### src/hw/rtl/nccc_pkg.sv
`timescale 1ns / 1ps
// ----------------------------------------------------------------------------
// nccc_pkg
// Types, command codes and defaults for the nearest-centre confusion counter.
// ----------------------------------------------------------------------------
package nccc_pkg;

  localparam int NUM_CLASSES_DEF = 6;
  localparam int SAMPLE_BITS_DEF = 12;
  localparam int COUNT_BITS_DEF  = 16;

  localparam int CMD_W     = 2;
  localparam int IDX_W     = 3;
  localparam int AXIS_W    = 12;
  localparam int CNT_OUT_W = 16;

  typedef enum logic [CMD_W-1:0] {
    CMD_LOAD     = 2'd0,
    CMD_CLASSIFY = 2'd1,
    CMD_READ     = 2'd2,
    CMD_CLEAR    = 2'd3
  } cmd_e;

  typedef enum logic [3:0] {
    ST_IDLE,
    ST_FETCH,
    ST_MUL,
    ST_ACC,
    ST_ROOT,
    ST_CMP,
    ST_CELL_RD,
    ST_CELL_WR,
    ST_READ,
    ST_DONE
  } state_e;

  typedef struct packed {
    cmd_e              cmd;
    logic [IDX_W-1:0]  center_index;
    logic [IDX_W-1:0]  true_class;
    logic [IDX_W-1:0]  read_row;
    logic [IDX_W-1:0]  read_col;
    logic [AXIS_W-1:0] axis_x;
    logic [AXIS_W-1:0] axis_y;
    logic [AXIS_W-1:0] axis_z;
  } in_item_t;

  typedef struct packed {
    logic [IDX_W-1:0]     winner_class;
    logic [CNT_OUT_W-1:0] cell_count;
    logic                 count_saturated;
  } out_item_t;

  typedef struct packed {
    logic start;
    logic done;
  } root_ctrl_t;

endpackage

### src/hw/rtl/nccc_center_mem.sv
`timescale 1ns / 1ps
// ----------------------------------------------------------------------------
// nccc_center_mem
// Class centre store: one write port, one read port with registered data.
// ----------------------------------------------------------------------------
module nccc_center_mem #(
  parameter int NumClasses = 6,
  parameter int SampleBits = 12
) (
  input  logic                            clk_i,
  input  logic                            wr_en_i,
  input  logic [$clog2(NumClasses)-1:0]   wr_addr_i,
  input  logic [3*SampleBits-1:0]         wr_data_i,
  input  logic [$clog2(NumClasses)-1:0]   rd_addr_i,
  output logic [3*SampleBits-1:0]         rd_data_o
);

  logic [3*SampleBits-1:0] mem_q [NumClasses];
  logic [3*SampleBits-1:0] rd_data_q;

  always_ff @(posedge clk_i) begin
    if (wr_en_i) begin
      mem_q[wr_addr_i] <= wr_data_i;
    end
    rd_data_q <= mem_q[rd_addr_i];
  end

  assign rd_data_o = rd_data_q;

endmodule

### src/hw/rtl/nccc_count_mem.sv
`timescale 1ns / 1ps
// ----------------------------------------------------------------------------
// nccc_count_mem
// Confusion count store with per-entry valid bits; an invalid entry reads 0.
// ----------------------------------------------------------------------------
module nccc_count_mem #(
  parameter int NumClasses = 6,
  parameter int CountBits  = 16
) (
  input  logic                                        clk_i,
  input  logic                                        rst_ni,
  input  logic                                        clr_i,
  input  logic                                        wr_en_i,
  input  logic [$clog2(NumClasses*NumClasses)-1:0]    addr_i,
  input  logic [CountBits-1:0]                        wr_data_i,
  output logic [CountBits-1:0]                        rd_data_o
);

  localparam int Depth = NumClasses * NumClasses;

  logic [CountBits-1:0] mem_q [Depth];
  logic [Depth-1:0]     vld_q;
  logic [CountBits-1:0] rd_data_q;
  logic                 rd_vld_q;

  always_ff @(posedge clk_i) begin
    if (wr_en_i) begin
      mem_q[addr_i] <= wr_data_i;
    end
    rd_data_q <= mem_q[addr_i];
  end

  always_ff @(posedge clk_i or negedge rst_ni) begin
    if (!rst_ni) begin
      vld_q    <= '0;
      rd_vld_q <= 1'b0;
    end else begin
      rd_vld_q <= vld_q[addr_i];
      if (clr_i) begin
        vld_q <= '0;
      end else if (wr_en_i) begin
        vld_q[addr_i] <= 1'b1;
      end
    end
  end

  assign rd_data_o = rd_vld_q ? rd_data_q : '0;

endmodule

### src/hw/rtl/nccc_root.sv
`timescale 1ns / 1ps
// ----------------------------------------------------------------------------
// nccc_root
// Iterative floor square root, one result bit per cycle.
// ----------------------------------------------------------------------------
module nccc_root #(
  parameter int SampleBits = 12
) (
  input  logic                          clk_i,
  input  logic                          rst_ni,
  input  nccc_pkg::root_ctrl_t          ctrl_i,
  output nccc_pkg::root_ctrl_t          ctrl_o,
  input  logic [2*SampleBits+1:0]       radicand_i,
  output logic [SampleBits:0]           root_o
);

  import nccc_pkg::*;

  localparam int RootW = SampleBits + 1;
  localparam int RadW  = 2 * RootW;
  localparam int RemW  = RootW + 1;
  localparam int CntW  = $clog2(RootW + 1);

  logic [RadW-1:0]  rad_q, rad_d;
  logic [RemW-1:0]  rem_q, rem_d;
  logic [RootW-1:0] root_q, root_d;
  logic [CntW-1:0]  cnt_q, cnt_d;
  logic             busy_q, busy_d;
  logic             done_q, done_d;

  logic [RemW+1:0]  rem_sh;
  logic [RemW+1:0]  trial;
  logic             ge;

  assign rem_sh = {rem_q, rad_q[RadW-1 -: 2]};
  assign trial  = (RemW+2)'({root_q, 2'b01});
  assign ge     = rem_sh >= trial;

  always_comb begin
    rad_d  = rad_q;
    rem_d  = rem_q;
    root_d = root_q;
    cnt_d  = cnt_q;
    busy_d = busy_q;
    done_d = 1'b0;
    if (ctrl_i.start) begin
      rad_d  = radicand_i;
      rem_d  = '0;
      root_d = '0;
      cnt_d  = '0;
      busy_d = 1'b1;
    end else if (busy_q) begin
      rad_d  = rad_q << 2;
      rem_d  = ge ? RemW'(rem_sh - trial) : RemW'(rem_sh);
      root_d = {root_q[RootW-2:0], ge};
      cnt_d  = cnt_q + 1'b1;
      if (cnt_q == CntW'(RootW - 1)) begin
        busy_d = 1'b0;
        done_d = 1'b1;
      end
    end
  end

  always_ff @(posedge clk_i or negedge rst_ni) begin
    if (!rst_ni) begin
      cnt_q  <= '0;
      busy_q <= 1'b0;
      done_q <= 1'b0;
    end else begin
      cnt_q  <= cnt_d;
      busy_q <= busy_d;
      done_q <= done_d;
    end
  end

  always_ff @(posedge clk_i) begin
    rad_q  <= rad_d;
    rem_q  <= rem_d;
    root_q <= root_d;
  end

  assign root_o       = root_q;
  assign ctrl_o.start = 1'b0;
  assign ctrl_o.done  = done_q;

endmodule

### src/hw/rtl/nearest_centroid_confusion_counter.sv
`timescale 1ns / 1ps
// ----------------------------------------------------------------------------
// nearest_centroid_confusion_counter
// Nearest-centre classifier that tallies true/predicted class pairs in a
// confusion count matrix; loads centres, reads and clears the matrix.
//
//   channel  direction  valid        stall         payload
//   input    in         in_valid_i   in_stall_o    in_item_i  (in_item_t)
//   output   out        out_valid_o  out_stall_i   out_item_o (out_item_t)
//
// Load and clear go straight to the done state; read passes through ST_READ.
// Classify visits each centre in turn (fetch, square and accumulate per axis,
// root, compare), using the one-bit-per-cycle root unit and the single shared squarer.
// One item is in work at a time; the next is taken once its result has moved
// to the output register, which holds it while out_stall_i is high.
// Reset clears the count matrix at once through per-entry valid bits.
// ----------------------------------------------------------------------------
module nearest_centroid_confusion_counter #(
  parameter int NumClasses = nccc_pkg::NUM_CLASSES_DEF,
  parameter int SampleBits = nccc_pkg::SAMPLE_BITS_DEF,
  parameter int CountBits  = nccc_pkg::COUNT_BITS_DEF
) (
  input  logic                clk_i,
  input  logic                rst_ni,
  input  logic                in_valid_i,
  output logic                in_stall_o,
  input  nccc_pkg::in_item_t  in_item_i,
  output logic                out_valid_o,
  input  logic                out_stall_i,
  output nccc_pkg::out_item_t out_item_o
);

  import nccc_pkg::*;

  localparam int IdxW   = $clog2(NumClasses);
  localparam int CellAw = $clog2(NumClasses * NumClasses);
  localparam int SqW    = 2 * SampleBits;
  localparam int AccW   = SqW + 2;
  localparam int RootW  = SampleBits + 1;
  localparam logic [1:0] AxisLast = 2'd2;

  state_e                  state_q, state_d;
  logic [IDX_W-1:0]        tcls_q, tcls_d;
  logic [3*SampleBits-1:0] sample_q, sample_d;
  logic [IdxW-1:0]         c_q, c_d;
  logic [1:0]              axis_q, axis_d;
  logic [SqW-1:0]          sq_q, sq_d;
  logic [AccW-1:0]         acc_q, acc_d;
  logic [IdxW-1:0]         best_q, best_d;
  logic [RootW-1:0]        best_root_q, best_root_d;
  logic                    rd_ok_q, rd_ok_d;
  out_item_t               res_q, res_d;
  logic                    out_valid_q, out_valid_d;
  out_item_t               out_item_q, out_item_d;

  logic                    accept;
  logic                    out_free;
  logic                    out_load;
  logic [3*SampleBits-1:0] in_sample;
  logic [3*SampleBits-1:0] ctr_rd_data;
  logic                    ctr_wr_en;
  logic [SampleBits-1:0]   ctr_axis;
  logic [SampleBits-1:0]   smp_axis;
  logic [SampleBits-1:0]   diff;
  logic [CellAw-1:0]       cell_addr;
  logic                    cnt_wr_en;
  logic                    cnt_clr;
  logic [CountBits-1:0]    cnt_rd_data;
  logic [CountBits-1:0]    cnt_new;
  logic                    cnt_sat;
  logic                    tcls_ok;
  root_ctrl_t              root_req;
  root_ctrl_t              root_rsp;
  logic [RootW-1:0]        root_val;

  assign accept    = in_valid_i && !in_stall_o;
  assign out_free  = !out_valid_q || !out_stall_i;
  assign out_load  = (state_q == ST_DONE) && out_free;
  assign in_sample = {SampleBits'(in_item_i.axis_z), SampleBits'(in_item_i.axis_y),
                      SampleBits'(in_item_i.axis_x)};
  assign tcls_ok   = 32'(tcls_q) < NumClasses;

  assign ctr_axis = ctr_rd_data[axis_q*SampleBits +: SampleBits];
  assign smp_axis = sample_q[axis_q*SampleBits +: SampleBits];
  assign diff     = (smp_axis >= ctr_axis) ? (smp_axis - ctr_axis) : (ctr_axis - smp_axis);

  always_comb begin
    if (state_q == ST_IDLE) begin
      cell_addr = CellAw'(CellAw'(in_item_i.read_row) * CellAw'(NumClasses)
                          + CellAw'(in_item_i.read_col));
    end else begin
      cell_addr = CellAw'(CellAw'(tcls_q) * CellAw'(NumClasses) + CellAw'(best_q));
    end
  end

  assign cnt_sat = cnt_rd_data == {CountBits{1'b1}};
  assign cnt_new = cnt_sat ? cnt_rd_data : CountBits'(cnt_rd_data + 1'b1);

  // next state
  always_comb begin
    state_d = state_q;
    case (state_q)
      ST_IDLE: begin
        if (accept) begin
          case (in_item_i.cmd)
            CMD_CLASSIFY: state_d = ST_FETCH;
            CMD_READ:     state_d = ST_READ;
            default:      state_d = ST_DONE;
          endcase
        end
      end
      ST_FETCH:   state_d = ST_MUL;
      ST_MUL:     state_d = ST_ACC;
      ST_ACC:     state_d = (axis_q == AxisLast) ? ST_ROOT : ST_MUL;
      ST_ROOT:    state_d = root_rsp.done ? ST_CMP : ST_ROOT;
      ST_CMP:     state_d = (c_q == IdxW'(NumClasses - 1)) ? ST_CELL_RD : ST_FETCH;
      ST_CELL_RD: state_d = tcls_ok ? ST_CELL_WR : ST_DONE;
      ST_CELL_WR: state_d = ST_DONE;
      ST_READ:    state_d = ST_DONE;
      ST_DONE:    state_d = out_free ? ST_IDLE : ST_DONE;
      default:    state_d = ST_IDLE;
    endcase
  end

  // datapath and control
  always_comb begin
    tcls_d        = tcls_q;
    sample_d      = sample_q;
    c_d           = c_q;
    axis_d        = axis_q;
    sq_d          = sq_q;
    acc_d         = acc_q;
    best_d        = best_q;
    best_root_d   = best_root_q;
    rd_ok_d       = rd_ok_q;
    res_d         = res_q;
    ctr_wr_en     = 1'b0;
    cnt_wr_en     = 1'b0;
    cnt_clr       = 1'b0;
    root_req      = '0;
    out_valid_d   = out_valid_q && out_stall_i;
    out_item_d    = out_item_q;
    case (state_q)
      ST_IDLE: begin
        if (accept) begin
          res_d    = '0;
          tcls_d   = in_item_i.true_class;
          sample_d = in_sample;
          c_d      = '0;
          axis_d   = '0;
          acc_d    = '0;
          rd_ok_d  = (32'(in_item_i.read_row) < NumClasses) &&
                     (32'(in_item_i.read_col) < NumClasses);
          ctr_wr_en = (in_item_i.cmd == CMD_LOAD) &&
                      (32'(in_item_i.center_index) < NumClasses);
          cnt_clr   = in_item_i.cmd == CMD_CLEAR;
        end
      end
      ST_MUL: begin
        sq_d = SqW'(SqW'(diff) * SqW'(diff));
      end
      ST_ACC: begin
        acc_d  = AccW'(acc_q + AccW'(sq_q));
        axis_d = axis_q + 1'b1;
        root_req.start = axis_q == AxisLast;
      end
      ST_CMP: begin
        if (c_q == '0 || root_val < best_root_q) begin
          best_d      = c_q;
          best_root_d = root_val;
        end
        c_d    = c_q + 1'b1;
        axis_d = '0;
        acc_d  = '0;
      end
      ST_CELL_RD: begin
        res_d.winner_class = IDX_W'(best_q);
      end
      ST_CELL_WR: begin
        cnt_wr_en             = 1'b1;
        res_d.cell_count      = CNT_OUT_W'(cnt_new);
        res_d.count_saturated = cnt_sat;
      end
      ST_READ: begin
        res_d.cell_count = rd_ok_q ? CNT_OUT_W'(cnt_rd_data) : '0;
      end
      ST_DONE: begin
        if (out_load) begin
          out_valid_d = 1'b1;
          out_item_d  = res_q;
        end
      end
      default: begin
      end
    endcase
  end

  always_ff @(posedge clk_i or negedge rst_ni) begin
    if (!rst_ni) begin
      state_q     <= ST_IDLE;
      c_q         <= '0;
      axis_q      <= '0;
      out_valid_q <= 1'b0;
    end else begin
      state_q     <= state_d;
      c_q         <= c_d;
      axis_q      <= axis_d;
      out_valid_q <= out_valid_d;
    end
  end

  always_ff @(posedge clk_i) begin
    tcls_q      <= tcls_d;
    sample_q    <= sample_d;
    sq_q        <= sq_d;
    acc_q       <= acc_d;
    best_q      <= best_d;
    best_root_q <= best_root_d;
    rd_ok_q     <= rd_ok_d;
    res_q       <= res_d;
    out_item_q  <= out_item_d;
  end

  nccc_center_mem #(
    .NumClasses (NumClasses),
    .SampleBits (SampleBits)
  ) u_center_mem (
    .clk_i     (clk_i),
    .wr_en_i   (ctr_wr_en),
    .wr_addr_i (IdxW'(in_item_i.center_index)),
    .wr_data_i (in_sample),
    .rd_addr_i (c_q),
    .rd_data_o (ctr_rd_data)
  );

  nccc_count_mem #(
    .NumClasses (NumClasses),
    .CountBits  (CountBits)
  ) u_count_mem (
    .clk_i     (clk_i),
    .rst_ni    (rst_ni),
    .clr_i     (cnt_clr),
    .wr_en_i   (cnt_wr_en),
    .addr_i    (cell_addr),
    .wr_data_i (cnt_new),
    .rd_data_o (cnt_rd_data)
  );

  nccc_root #(
    .SampleBits (SampleBits)
  ) u_root (
    .clk_i      (clk_i),
    .rst_ni     (rst_ni),
    .ctrl_i     (root_req),
    .ctrl_o     (root_rsp),
    .radicand_i (acc_d),
    .root_o     (root_val)
  );

  assign in_stall_o  = state_q != ST_IDLE;
  assign out_valid_o = out_valid_q;
  assign out_item_o  = out_item_q;

  a_root_done_in_wait: assert property (@(posedge clk_i) disable iff (!rst_ni)
    root_rsp.done |-> state_q == ST_ROOT)
    else $error("root result arrived outside the wait state");

  a_cell_write_in_range: assert property (@(posedge clk_i) disable iff (!rst_ni)
    cnt_wr_en |-> (32'(tcls_q) < NumClasses) && (32'(best_q) < NumClasses))
    else $error("count write outside the matrix");

  a_result_lands: assert property (@(posedge clk_i) disable iff (!rst_ni)
    out_load |=> out_valid_o)
    else $error("result lost on the way to the output register");

  a_sat_means_max: assert property (@(posedge clk_i) disable iff (!rst_ni)
    out_valid_o && out_item_o.count_saturated
      |-> out_item_o.cell_count == CNT_OUT_W'({CountBits{1'b1}}))
    else $error("saturation flagged below the maximum count");

endmodule
### config.mk
export PLATFORM = sky130hd
export DESIGN_NAME = nearest_centroid_confusion_counter
export DESIGN_NICKNAME = d
export VERILOG_FILES = /design/src/hw/rtl/nccc_pkg.sv /design/src/hw/rtl/nccc_center_mem.sv /design/src/hw/rtl/nccc_count_mem.sv /design/src/hw/rtl/nccc_root.sv /design/src/hw/rtl/nearest_centroid_confusion_counter.sv
export SDC_FILE = /design/constraint.sdc
export NUM_CORES = 2
export LEC_CHECK = 0
export CORE_MARGIN = 10
export CORE_UTILIZATION = 50
export CTS_CLUSTER_DIAMETER = 60
export CTS_CLUSTER_SIZE = 16
export DETAILED_ROUTE_END_ITERATION = 7
export DONT_BUFFER_PORTS = 1
export PLACE_DENSITY = 0.65
export SLEW_MARGIN = 20
export SYNTH_ARGS = -nofsm -noshare
export SYNTH_HDL_FRONTEND = slang
export SYNTH_HIERARCHICAL = 1
export SYNTH_SLANG_ARGS = --single-unit
### constraint.sdc
create_clock -name clk_i -period 14.7 [get_ports clk_i]
set_input_delay 2.94 -clock clk_i [delete_from_list [all_inputs] [get_ports clk_i]]
set_output_delay 2.94 -clock clk_i [all_outputs]
set_load 0.02 [all_outputs]
==> out/results.tsv <==
metric	value	unit
hold_viol	0	
area_growth	9.23	%
drc_errors	0	
fp.dieW	335	um
hpwl	76300	um
fmax	0.101	GHz
slowest_delay	860	ps
cts_buffers	91	
clk_pin_slew	80	ps
root_buffer	clkbuf_16	
worst_hold_path_type	reg -> reg	
post_cts_resized	0	
maxCapViolCount	0	
cp-endpoint	sq_q[23]	
syn_avg_cell_area	14.3	sq um
crit_fanout	27	
num_vias	28900	
drt_pass1_iterations	5	
rsz0062_at_grt	no	
place.port_buffers	0	
fin_skew	63.6	ps
slew_headroom	19.5	%
hold_buffers	0	
ant_nets	0	
cpMostUsedCell	inv_1	
post_drt_wl_per_cell	25.2	um
drt_iter0_markers	2634	
grt_max_degree	54	
die-area	112000	sq um
crit_family	adder cells	
finalSetupViolations	0	
grt_pass1_wl	182000	um
cts.sinks	1095	
grt_pass1_vias	28600	
start_util	50.5	%
htree_levels	3	
syn_area	49700	sq um
end_kind	register	
tightest_slew	1210	ps
slew_viol_final	0	
grt_antenna_before_repair	5	
routed_wirelength	122000	um
synthCells	3478	
fp.coreArea	98400	sq um
drive_gt1_share	13.0	%
insertion_delay	700	ps
crit_slowest_cell	dfrtp_1	
grt_usage	21.6	%
criticalPathCategory	reg -> reg	
ios	76	
r2r_slack	4830	ps
globalRouteOverflowTotal	0	
timing.rr.end	sq_q[23]	
std_cell_rows	115	
status	finished, final reports clean	
vias_per_cell	5.95	
cts_tree	built	
final.period_utilization	67.2	%
finalCriticalPeriod	9870	ps
worst-endpoint-required	15140	ps
crit_start	axis_q[0]	
die-height	335	um
crit_arrival	10320	ps
gp_congestion	0.863	
timing.critical_path.buf_inv	8	
syn_nets	3764	
tns	0	ps
final_nets	3780	
r2r-start	axis_q[0]	
ys_warn_count	6	
critPathLaunchType	register	
rr_worst_depth	34	
cp.depth	34	
clock_path_buffers	3	
cts_setup_buffers	0	
stage by stage:
| step | cells | cell area, sq um | hold slack [ps] | utilization, % | setup WS (ps) |
|---|---|---|---|---|---|
| after floorplan | 3478 | 49700 | 400 | - | 6030 |
| after global placement | 4688 | 51200 | 403 | 52.0 | 5070 |
| after detailed placement | 4688 | 51200 | 405 | 52.0 | 4850 |
| after CTS | 4858 | 54200 | 409 | 55.1 | 4880 |
| after global routing | 4858 | 54200 | 415 | 55.1 | 4000 |
| final | 4860 | 54200 | 406 | 55.1 | 4830 |
layout make-up:
type | count | area, sq um
inverter | 214 | 803
multi-input combinational | 1999 | 16500
clock buffer | 135 | 2530
tap | 1287 | 1610
sequential | 1095 | 31600
antenna | 2 | 5.00
timing repair buffer | 93 | 698
clock inverter | 35 | 480
fill | 7997 | 44200
routing by layer:
metal	global-route usage (%)	vias to the layer above	wire length, um
li1	-	13000	-
met1	29.4	14400	51300
met2	33.5	1182	55200
met3	5.50	225	11900
met4	7.26	4	4000
met5	0	-	26
registers in the layout (all words and copies together) (netlist names), 16 cells and up:
signal / cells
u_root/rad_q: 26
sq_q: 23
u_count_mem/mem_q: 576
u_center_mem/mem_q: 216
res_q: 20
u_count_mem/rd_data_q: 16
u_count_mem/vld_q: 36
acc_q: 26
u_center_mem/rd_data_o: 36
sample_q: 36
out_item_o: 20
cells in the final DEF, fill, tap and decap left out, drive strengths merged, types with 10 or more instances in the layout:
cell and instances:
nor2 279, o211ai 11, nand4 16, and3 14, dfxtp 105, a22oi 52
dfrtp 53, o21a 15, a31oi 20, inv 222, and2 37, o22ai 31
mux4 45, nand2 143, or3 12, o22a 12, a211oi 20, xor2 26
xnor2 53, a21o 45, mux2i 246, clkbuf 135, a21oi 144, o31ai 10
nor2b 21, mux2 63, nor3 32, o21ai 118, a221oi 50, ha 148
clkinv 23, nand2b 29, buf 93, or2 23, nand3 40, a22o 57
edfxtp 937, fa 84
worst min-delay path by stage:
stage                     startpoint        endpoint  cells past startpoint
after global routing       res_q[17]  out_item_o[17]                      0
after floorplan             res_q[0]   out_item_o[0]                      0
after global placement      res_q[4]   out_item_o[4]                      0
after detailed placement   res_q[17]  out_item_o[17]                      0
final                      res_q[17]  out_item_o[17]                      0
after CTS                  res_q[17]  out_item_o[17]                      0
Power is not shown: default switching activity piles up to over one toggle a cycle in this logic, so the estimate is an artifact.
